### config.mk
export PLATFORM = sky130hd
export DESIGN_NAME = scale_keyed_fifo_cache_table
export DESIGN_NICKNAME = d
export VERILOG_FILES = /design/src/rtl/skfc_pkg.sv /design/src/rtl/skfc_entry_mem.sv /design/src/rtl/scale_keyed_fifo_cache_table.sv
export SDC_FILE = /design/constraint.sdc
export NUM_CORES = 2
export LEC_CHECK = 0
export BUFFER_PORTS_ARGS = -buffer_cell sky130_fd_sc_hd__buf_2
export CAP_MARGIN = 5
export CORE_ASPECT_RATIO = 0.6
export CORE_UTILIZATION = 52
export DETAILED_ROUTE_END_ITERATION = 12
export HOLD_SLACK_MARGIN = 0.08
export MAX_ROUTING_LAYER = met4
export PLACE_DENSITY_LB_ADDON = 0.12
export SLEW_MARGIN = 20
export SYNTH_ARGS = -nofsm -noshare
export SYNTH_HDL_FRONTEND = slang
export SYNTH_HIERARCHICAL = 1
export SYNTH_SLANG_ARGS = --single-unit
### constraint.sdc
create_clock -name clk -period 14.5 [get_ports clk]
set_clock_uncertainty 0.05 [all_clocks]
set_input_delay 1.45 -clock clk [delete_from_list [all_inputs] [get_ports clk]]
set_output_delay 1.45 -clock clk [all_outputs]
set_load 0.01 [all_outputs]
### src/rtl/skfc_pkg.sv
// shared constants for the scale keyed fifo cache table
package skfc_pkg;

    localparam int EDGE_W  = 16;
    localparam int SCALE_W = 32;
    localparam int SIDX_W  = 20;
    localparam int PAY_W   = 32;
    localparam int PROD_W  = 36;

    // round half away from zero on the q20.16 product
    localparam logic [PROD_W-1:0] ROUND_HALF = 36'd32768;

    localparam logic ACT_ADD    = 1'b0;
    localparam logic ACT_LOOKUP = 1'b1;

endpackage

### src/rtl/skfc_entry_mem.sv
// entry storage: one write port, one registered read port
module skfc_entry_mem #(
    parameter int DEPTH = 16,
    parameter int WIDTH = 8,
    localparam int AW = (DEPTH > 1) ? $clog2(DEPTH) : 1
) (
    input  logic             clk,
    input  logic             we,
    input  logic [AW-1:0]    waddr,
    input  logic [WIDTH-1:0] wdata,
    input  logic [AW-1:0]    raddr,
    output logic [WIDTH-1:0] rdata
);

    logic [WIDTH-1:0] mem [DEPTH];
    logic [WIDTH-1:0] rdata_reg;

    always_ff @(posedge clk)
    begin
        if (we)
        begin
            mem[waddr] <= wdata;
        end
        rdata_reg <= mem[raddr];
    end

    assign rdata = rdata_reg;

endmodule

### src/rtl/scale_keyed_fifo_cache_table.sv
// scale keyed table, fully associative, oldest-added replacement
// lookup: the input beat passes quantize, key scan and decide before the result beat shows
// add: the input beat passes quantize, key scan, decide, then rank pass before the result beat shows
// one read port visiting one entry a cycle paces both passes; next beat taken in the cycle after the result leaves
// async reset (rst_n low) clears all valid bits and the internal entry count, not stored entries or outputs
module scale_keyed_fifo_cache_table #(
    parameter int ENTRIES = 16,
    localparam int CW = $clog2(ENTRIES + 1)
) (
    input  logic                          clk,
    input  logic                          rst_n,
    input  logic                          in_valid,
    output logic                          in_stall,
    input  logic                          action,
    input  logic [skfc_pkg::EDGE_W-1:0]   long_edge,
    input  logic signed [skfc_pkg::SCALE_W-1:0] content_scale,
    input  logic [skfc_pkg::PAY_W-1:0]    payload_handle,
    output logic                          out_valid,
    input  logic                          out_stall,
    output logic                          hit,
    output logic [skfc_pkg::PAY_W-1:0]    payload_out,
    output logic                          evicted,
    output logic [CW-1:0]                 entry_count
);

    import skfc_pkg::*;

    localparam int IW   = (ENTRIES > 1) ? $clog2(ENTRIES) : 1;
    localparam int RW   = IW;
    localparam int RECW = EDGE_W + SIDX_W + PAY_W + RW;
    localparam logic [IW-1:0] LAST_IDX = IW'(ENTRIES - 1);
    localparam logic [IW:0]   CNT_END  = (IW + 1)'(ENTRIES);
    localparam logic [CW-1:0] FULL_CNT = CW'(ENTRIES);

    localparam logic [2:0] ST_IDLE   = 3'd0;
    localparam logic [2:0] ST_QUANT  = 3'd1;
    localparam logic [2:0] ST_SCAN   = 3'd2;
    localparam logic [2:0] ST_DECIDE = 3'd3;
    localparam logic [2:0] ST_UPDATE = 3'd4;
    localparam logic [2:0] ST_DONE   = 3'd5;

    // control state
    logic [2:0]         state_reg, state_next;
    logic [ENTRIES-1:0] valid_reg, valid_next;
    logic [CW-1:0]      count_reg, count_next;
    logic [IW:0]        cnt_reg, cnt_next;
    logic               look_reg, look_next;
    logic [IW-1:0]      look_idx_reg, look_idx_next;
    logic               match_reg, match_next;
    logic               free_found_reg, free_found_next;

    // item payload and scan results
    logic               act_reg, act_next;
    logic [EDGE_W-1:0]  edge_reg, edge_next;
    logic [SCALE_W-1:0] scale_reg, scale_next;
    logic [PAY_W-1:0]   pay_reg, pay_next;
    logic [SIDX_W-1:0]  sidx_reg, sidx_next;
    logic [IW-1:0]      match_slot_reg, match_slot_next;
    logic [RW-1:0]      match_rank_reg, match_rank_next;
    logic [PAY_W-1:0]   match_pay_reg, match_pay_next;
    logic [IW-1:0]      free_slot_reg, free_slot_next;
    logic [IW-1:0]      old_slot_reg, old_slot_next;
    logic [IW-1:0]      tgt_reg, tgt_next;
    logic [RW-1:0]      thr_reg, thr_next;
    logic [RW-1:0]      new_rank_reg, new_rank_next;
    logic               shift_reg, shift_next;
    logic               evict_reg, evict_next;
    logic               hit_reg, hit_next;
    logic [PAY_W-1:0]   pout_reg, pout_next;
    logic               evicted_reg, evicted_next;
    logic [CW-1:0]      count_out_reg, count_out_next;

    // memory port
    logic               mem_we;
    logic [IW-1:0]      mem_waddr;
    logic [RECW-1:0]    mem_wdata;
    logic [IW-1:0]      mem_raddr;
    logic [RECW-1:0]    mem_rdata;

    logic [EDGE_W-1:0]  rd_edge;
    logic [SIDX_W-1:0]  rd_sidx;
    logic [PAY_W-1:0]   rd_pay;
    logic [RW-1:0]      rd_rank;
    logic               rd_vld;
    logic               issue;
    logic               full;
    logic [PROD_W-1:0]  prod;

    assign rd_rank = mem_rdata[RW-1:0];
    assign rd_pay  = mem_rdata[RW +: PAY_W];
    assign rd_sidx = mem_rdata[RW + PAY_W +: SIDX_W];
    assign rd_edge = mem_rdata[RW + PAY_W + SIDX_W +: EDGE_W];
    assign rd_vld  = valid_reg[look_idx_reg];
    assign issue   = (cnt_reg < CNT_END);
    assign full    = (count_reg == FULL_CNT);

    // scale * 20 as shift-add, plus half for rounding
    assign prod = ({4'b0, scale_reg} << 4) + ({4'b0, scale_reg} << 2) + ROUND_HALF;

    skfc_entry_mem #(
        .DEPTH (ENTRIES),
        .WIDTH (RECW)
    ) u_mem (
        .clk   (clk),
        .we    (mem_we),
        .waddr (mem_waddr),
        .wdata (mem_wdata),
        .raddr (mem_raddr),
        .rdata (mem_rdata)
    );

    always_comb
    begin
        state_next      = state_reg;
        valid_next      = valid_reg;
        count_next      = count_reg;
        cnt_next        = cnt_reg;
        look_next       = 1'b0;
        look_idx_next   = look_idx_reg;
        match_next      = match_reg;
        free_found_next = free_found_reg;
        act_next        = act_reg;
        edge_next       = edge_reg;
        scale_next      = scale_reg;
        pay_next        = pay_reg;
        sidx_next       = sidx_reg;
        match_slot_next = match_slot_reg;
        match_rank_next = match_rank_reg;
        match_pay_next  = match_pay_reg;
        free_slot_next  = free_slot_reg;
        old_slot_next   = old_slot_reg;
        tgt_next        = tgt_reg;
        thr_next        = thr_reg;
        new_rank_next   = new_rank_reg;
        shift_next      = shift_reg;
        evict_next      = evict_reg;
        hit_next        = hit_reg;
        pout_next       = pout_reg;
        evicted_next    = evicted_reg;
        count_out_next  = count_out_reg;
        mem_we          = 1'b0;
        mem_waddr       = look_idx_reg;
        mem_wdata       = mem_rdata;
        mem_raddr       = issue ? cnt_reg[IW-1:0] : '0;

        case (state_reg)
            ST_IDLE:
            begin
                if (in_valid)
                begin
                    act_next   = action;
                    edge_next  = long_edge;
                    scale_next = content_scale;
                    pay_next   = payload_handle;
                    state_next = ST_QUANT;
                end
            end
            ST_QUANT:
            begin
                if (scale_reg == '0 || scale_reg[SCALE_W-1])
                begin
                    sidx_next = '0;
                end
                else
                begin
                    sidx_next = prod[PROD_W-1 -: SIDX_W];
                end
                cnt_next        = '0;
                match_next      = 1'b0;
                free_found_next = 1'b0;
                old_slot_next   = '0;
                state_next      = ST_SCAN;
            end
            ST_SCAN:
            begin
                look_next     = issue;
                look_idx_next = cnt_reg[IW-1:0];
                cnt_next      = cnt_reg + (IW + 1)'(issue);
                if (look_reg)
                begin
                    if (rd_vld && !match_reg && rd_edge == edge_reg && rd_sidx == sidx_reg)
                    begin
                        match_next      = 1'b1;
                        match_slot_next = look_idx_reg;
                        match_rank_next = rd_rank;
                        match_pay_next  = rd_pay;
                    end
                    if (!rd_vld && !free_found_reg)
                    begin
                        free_found_next = 1'b1;
                        free_slot_next  = look_idx_reg;
                    end
                    if (rd_vld && rd_rank == '0)
                    begin
                        old_slot_next = look_idx_reg;
                    end
                    if (look_idx_reg == LAST_IDX)
                    begin
                        state_next = ST_DECIDE;
                    end
                end
            end
            ST_DECIDE:
            begin
                cnt_next = '0;
                if (act_reg == ACT_LOOKUP)
                begin
                    hit_next       = match_reg;
                    pout_next      = match_reg ? match_pay_reg : '0;
                    evicted_next   = 1'b0;
                    count_out_next = count_reg;
                    state_next     = ST_DONE;
                end
                else
                begin
                    if (match_reg)
                    begin
                        tgt_next      = match_slot_reg;
                        thr_next      = match_rank_reg;
                        new_rank_next = RW'(count_reg - 1'b1);
                        shift_next    = 1'b1;
                        evict_next    = 1'b0;
                    end
                    else if (full)
                    begin
                        tgt_next      = old_slot_reg;
                        thr_next      = '0;
                        new_rank_next = RW'(count_reg - 1'b1);
                        shift_next    = 1'b1;
                        evict_next    = 1'b1;
                    end
                    else
                    begin
                        tgt_next      = free_slot_reg;
                        thr_next      = '0;
                        new_rank_next = RW'(count_reg);
                        shift_next    = 1'b0;
                        evict_next    = 1'b0;
                    end
                    state_next = ST_UPDATE;
                end
            end
            ST_UPDATE:
            begin
                look_next     = issue;
                look_idx_next = cnt_reg[IW-1:0];
                cnt_next      = cnt_reg + (IW + 1)'(issue);
                if (look_reg)
                begin
                    // the target slot takes the new record, newer ones close the rank gap
                    if (look_idx_reg == tgt_reg)
                    begin
                        mem_we                   = 1'b1;
                        mem_wdata                = {edge_reg, sidx_reg, pay_reg, new_rank_reg};
                        valid_next[look_idx_reg] = 1'b1;
                    end
                    else if (shift_reg && rd_vld && rd_rank > thr_reg)
                    begin
                        mem_we    = 1'b1;
                        mem_wdata = {mem_rdata[RECW-1:RW], rd_rank - 1'b1};
                    end
                    if (look_idx_reg == LAST_IDX)
                    begin
                        if (!match_reg && !full)
                        begin
                            count_next     = count_reg + 1'b1;
                            count_out_next = count_reg + 1'b1;
                        end
                        else
                        begin
                            count_out_next = count_reg;
                        end
                        hit_next     = 1'b0;
                        pout_next    = '0;
                        evicted_next = evict_reg;
                        state_next   = ST_DONE;
                    end
                end
            end
            ST_DONE:
            begin
                if (!out_stall)
                begin
                    state_next = ST_IDLE;
                end
            end
            default:
            begin
                state_next = ST_IDLE;
            end
        endcase
    end

    always_ff @(posedge clk or negedge rst_n)
    begin
        if (!rst_n)
        begin
            state_reg      <= ST_IDLE;
            valid_reg      <= '0;
            count_reg      <= '0;
            cnt_reg        <= '0;
            look_reg       <= 1'b0;
            look_idx_reg   <= '0;
            match_reg      <= 1'b0;
            free_found_reg <= 1'b0;
        end
        else
        begin
            state_reg      <= state_next;
            valid_reg      <= valid_next;
            count_reg      <= count_next;
            cnt_reg        <= cnt_next;
            look_reg       <= look_next;
            look_idx_reg   <= look_idx_next;
            match_reg      <= match_next;
            free_found_reg <= free_found_next;
        end
    end

    always_ff @(posedge clk)
    begin
        act_reg        <= act_next;
        edge_reg       <= edge_next;
        scale_reg      <= scale_next;
        pay_reg        <= pay_next;
        sidx_reg       <= sidx_next;
        match_slot_reg <= match_slot_next;
        match_rank_reg <= match_rank_next;
        match_pay_reg  <= match_pay_next;
        free_slot_reg  <= free_slot_next;
        old_slot_reg   <= old_slot_next;
        tgt_reg        <= tgt_next;
        thr_reg        <= thr_next;
        new_rank_reg   <= new_rank_next;
        shift_reg      <= shift_next;
        evict_reg      <= evict_next;
        hit_reg        <= hit_next;
        pout_reg       <= pout_next;
        evicted_reg    <= evicted_next;
        count_out_reg  <= count_out_next;
    end

    assign in_stall    = (state_reg != ST_IDLE);
    assign out_valid   = (state_reg == ST_DONE);
    assign hit         = hit_reg;
    assign payload_out = pout_reg;
    assign evicted     = evicted_reg;
    assign entry_count = count_out_reg;

endmodule

==> flow_metrics.env <==
export IMPL_slowest_stage="dfrtp_1"
export IMPL_yosysWarnings=6
export IMPL_yosys_cell_types_count=78
export IMPL_syn_to_final_growth_pct=11.92
export IMPL_cts_tree="built"
export IMPL_place_area_um2=59000
export IMPL_ant_nets=0
export IMPL_grt_overflow=0
export IMPL_crit_type="register to register"
export IMPL_vias=28890
export IMPL_dp_hpwl_um=73810
export IMPL_num_rows=93
export IMPL_grt_pass1_vias=28680
export IMPL_setup_viol=0
export IMPL_cts_resized=0
export IMPL_insertion_delay_ps=760
export IMPL_routed_wl_um=132400
export IMPL_finalCriticalPeriod_ps=5021
export IMPL_antenna_found_initial=2
export IMPL_die_height_um=257.7
export IMPL_outcome="completed"
export IMPL_synth_top_area_share_pct=71.78
export IMPL_synth_flop_cell="edfxtp_1"
export IMPL_final_common_cell="edfxtp_1"
export IMPL_layout_common_cells="1354 x edfxtp_1, 315 x nand2_1, 289 x mux4_2"
export IMPL_path_common_cell="buf_4"
export IMPL_power_density_nw_per_um2=176.5
export IMPL_syn_area_um2=56640
export IMPL_cp_arrival_ps=5360
export IMPL_worst_slew_pin_slew_ps=1150
export IMPL_layout_nets=3258
export IMPL_grt_pass1_wl_um=194300
export IMPL_seqCellArea_um2=43000
export IMPL_fp_dieW_um=428.1
export IMPL_dieArea_um2=110300
export IMPL_boundaryPins=126
export IMPL_netlist_instances=2921
export IMPL_finalMaxSlewViolations=0
export IMPL_synth_area_leaders="edfxtp_1 72%, mux4_2 11%, dfxtp_1 2.5%"
export IMPL_holdCritPathClass="register to register"
export IMPL_final_area_um2=63400
export IMPL_synthArstFlopShare_pct=2.462
export IMPL_hold_buffers=0
export IMPL_p_clk_share_pct=31.3
export IMPL_post_cts_buffers=0
export IMPL_cts_made_buffers=134
export IMPL_drt_first_pass_iters=6
export IMPL_synth_seq_cells=1462
export IMPL_cts_clk_slew_worst_paths_ps=60
export IMPL_cts_root_buf="clkbuf_16"
export IMPL_core_um2=107600
export IMPL_multi_input_area_um2=12990
export IMPL_p_int_mw=8.119
export IMPL_seq_power_share_pct=49.0
export IMPL_cts_sinks=1462
export IMPL_wl_per_cell_um=28.51
export IMPL_path_max_fanout=36
export IMPL_final_layout_size_suffix_gt1_share_pct=22.54
export IMPL_cpPeakStageDelay_ps=870
export IMPL_initial_core_util_pct=52.63
export IMPL_ir_drop_mv=0.1313
export IMPL_grtUsageTotal_pct=25.05
export IMPL_timing_hold_ws_ps=383.5
export IMPL_end_kind="register"
export IMPL_drv_cap=0
export IMPL_port_buffers=125
export IMPL_ys_seq_area_share_pct=75.92
export IMPL_path_cells="xnor2_1, nand4_1, a21oi_1, nand3b_1, nor2_4, buf_4, buf_4"
export IMPL_synth_edf_count=1354
export IMPL_largest_reg_flops=1152
export IMPL_rsz0062_at_grt="false"
export IMPL_swShare_pct=27.44
export IMPL_drt_initial_drc_count=3112
export IMPL_routed_via_density=6.222
export IMPL_hold_viol_final=0
export IMPL_slew_headroom_pct=23.31
export IMPL_cp_start_kind="register"
export IMPL_fmax_mhz=199.2
export IMPL_p_switching_mw=3.070
export IMPL_avgSynthCellArea_um2=19.39
export IMPL_route_detailed_drc=0
export IMPL_finalSetupTns_ps=0
export IMPL_leakagePower_nw=20.91
export IMPL_grt_max_degree=139
export IMPL_clockBufferDepth=3
export IMPL_pwr_share_comb_pct=19.7
export IMPL_routabilityCongestion=0.8935
export IMPL_ctsHtreeMaxLevel=4
export IMPL_crit_buf_inv=2
export IMPL_cp_required_ps=14840
export IMPL_syn_num_nets=3074
export IMPL_cp_top_family="simple AND/OR/NAND/NOR gates"
export IMPL_synth_top_area_cell="edfxtp_1"
export IMPL_timing_final_crit_share_pct=34.63
export IMPL_fillCellCount=7716
-- through the flow --
step	setup WS [ps]	std cells	total power, mW	util [%]
after floorplan	6859	2921	7.102	-
after global placement	9544	4390	7.707	54.79
after detailed placement	9417	4391	7.779	54.82
after CTS	9403	4638	11.28	58.85
after global routing	9176	4642	11.64	58.90
final	9479	4643	11.19	58.90
-- logic make-up (layout without fill, tap and decap cells) --
| kind of cell | count (synthesis) | in the layout | synth area share (%) |
|---|---|---|---|
| AOI/OAI and AO/OA | 321 | 321 | 4.053 |
| xor gates and xnor gates | 48 | 48 | 0.7422 |
| adders and majority gates | 68 | 68 | 1.502 |
| buffers and inverters | 168 | 463 | 1.482 |
| DFF | 1462 | 1462 | 75.92 |
| muxes | 308 | 308 | 11.92 |
| other | 0 | 2 | 0 |
| and+or+nand+nor | 546 | 546 | 4.380 |
-- layout make-up --
class                      count  area share [%]
inverter                      27          0.1599
clock inverter                45          0.7519
antenna                        2        0.007894
multi-input combinational   1291           20.49
sequential                  1462           67.83
timing repair buffer         189           1.855
tap                         1425           2.812
clock buffer                 202           6.092
-- routing by layer --
metal  track usage [%]  wire length (µm)  part of all wire, %  vias to the layer above
met5                 -                 0                    0                        -
met4             6.005              2030                  1.5                        0
met3             5.712             12160                  9.2                      147
met2             34.61             57690                   44                     1207
met1             37.92             60480                   46                    15320
li1                  -                 -                    -                    12210
-- synth_stat cells, types with 22 or more instances --
cell type,number
nand2_1,316
dfxtp_1,72
nor2_1,51
ha_1,68
o21ai_0,38
clkbuf_1,83
mux4_2,289
and3_1,39
xor2_1,22
inv_1,27
dfrtp_1,36
xnor2_1,26
a21oi_1,34
nor3_1,24
edfxtp_1,1354
a22oi_1,146
-- worst paths after layout --
check	start	endpoint	slack, ps	cells after the start
hold / removal	u_mem/rdata[4]$_DFF_P_	match_pay_reg[0]$_DFFE_PP_	380	0
setup reg to reg	look_idx_reg[0]$_DFFE_PN0P_	u_mem/mem[9][42]$_DFFE_PP_	9480	7
max in group asynchronous	rst_n	match_reg$_DFFE_PN0P_	13040	1
setup / recovery	look_idx_reg[0]$_DFFE_PN0P_	u_mem/mem[9][42]$_DFFE_PP_	9480	7
min in group asynchronous	rst_n	count_reg[4]$_DFFE_PN0P_	770	1
hold reg to reg	u_mem/rdata[4]$_DFF_P_	match_pay_reg[0]$_DFFE_PP_	380	0
-- power groups by stage --
stage / clock network (mW) / registers (mW) / logic [mW]
finish: 3.51 / 5.48 / 2.21
global route: 3.72 / 5.50 / 2.41
CTS: 3.58 / 5.48 / 2.22
detailed placement: 0 / 5.57 / 2.21
global placement: 0 / 5.56 / 2.14
floorplan: 0 / 5.47 / 1.63
Note: power is estimated with default switching activity, not from simulation.
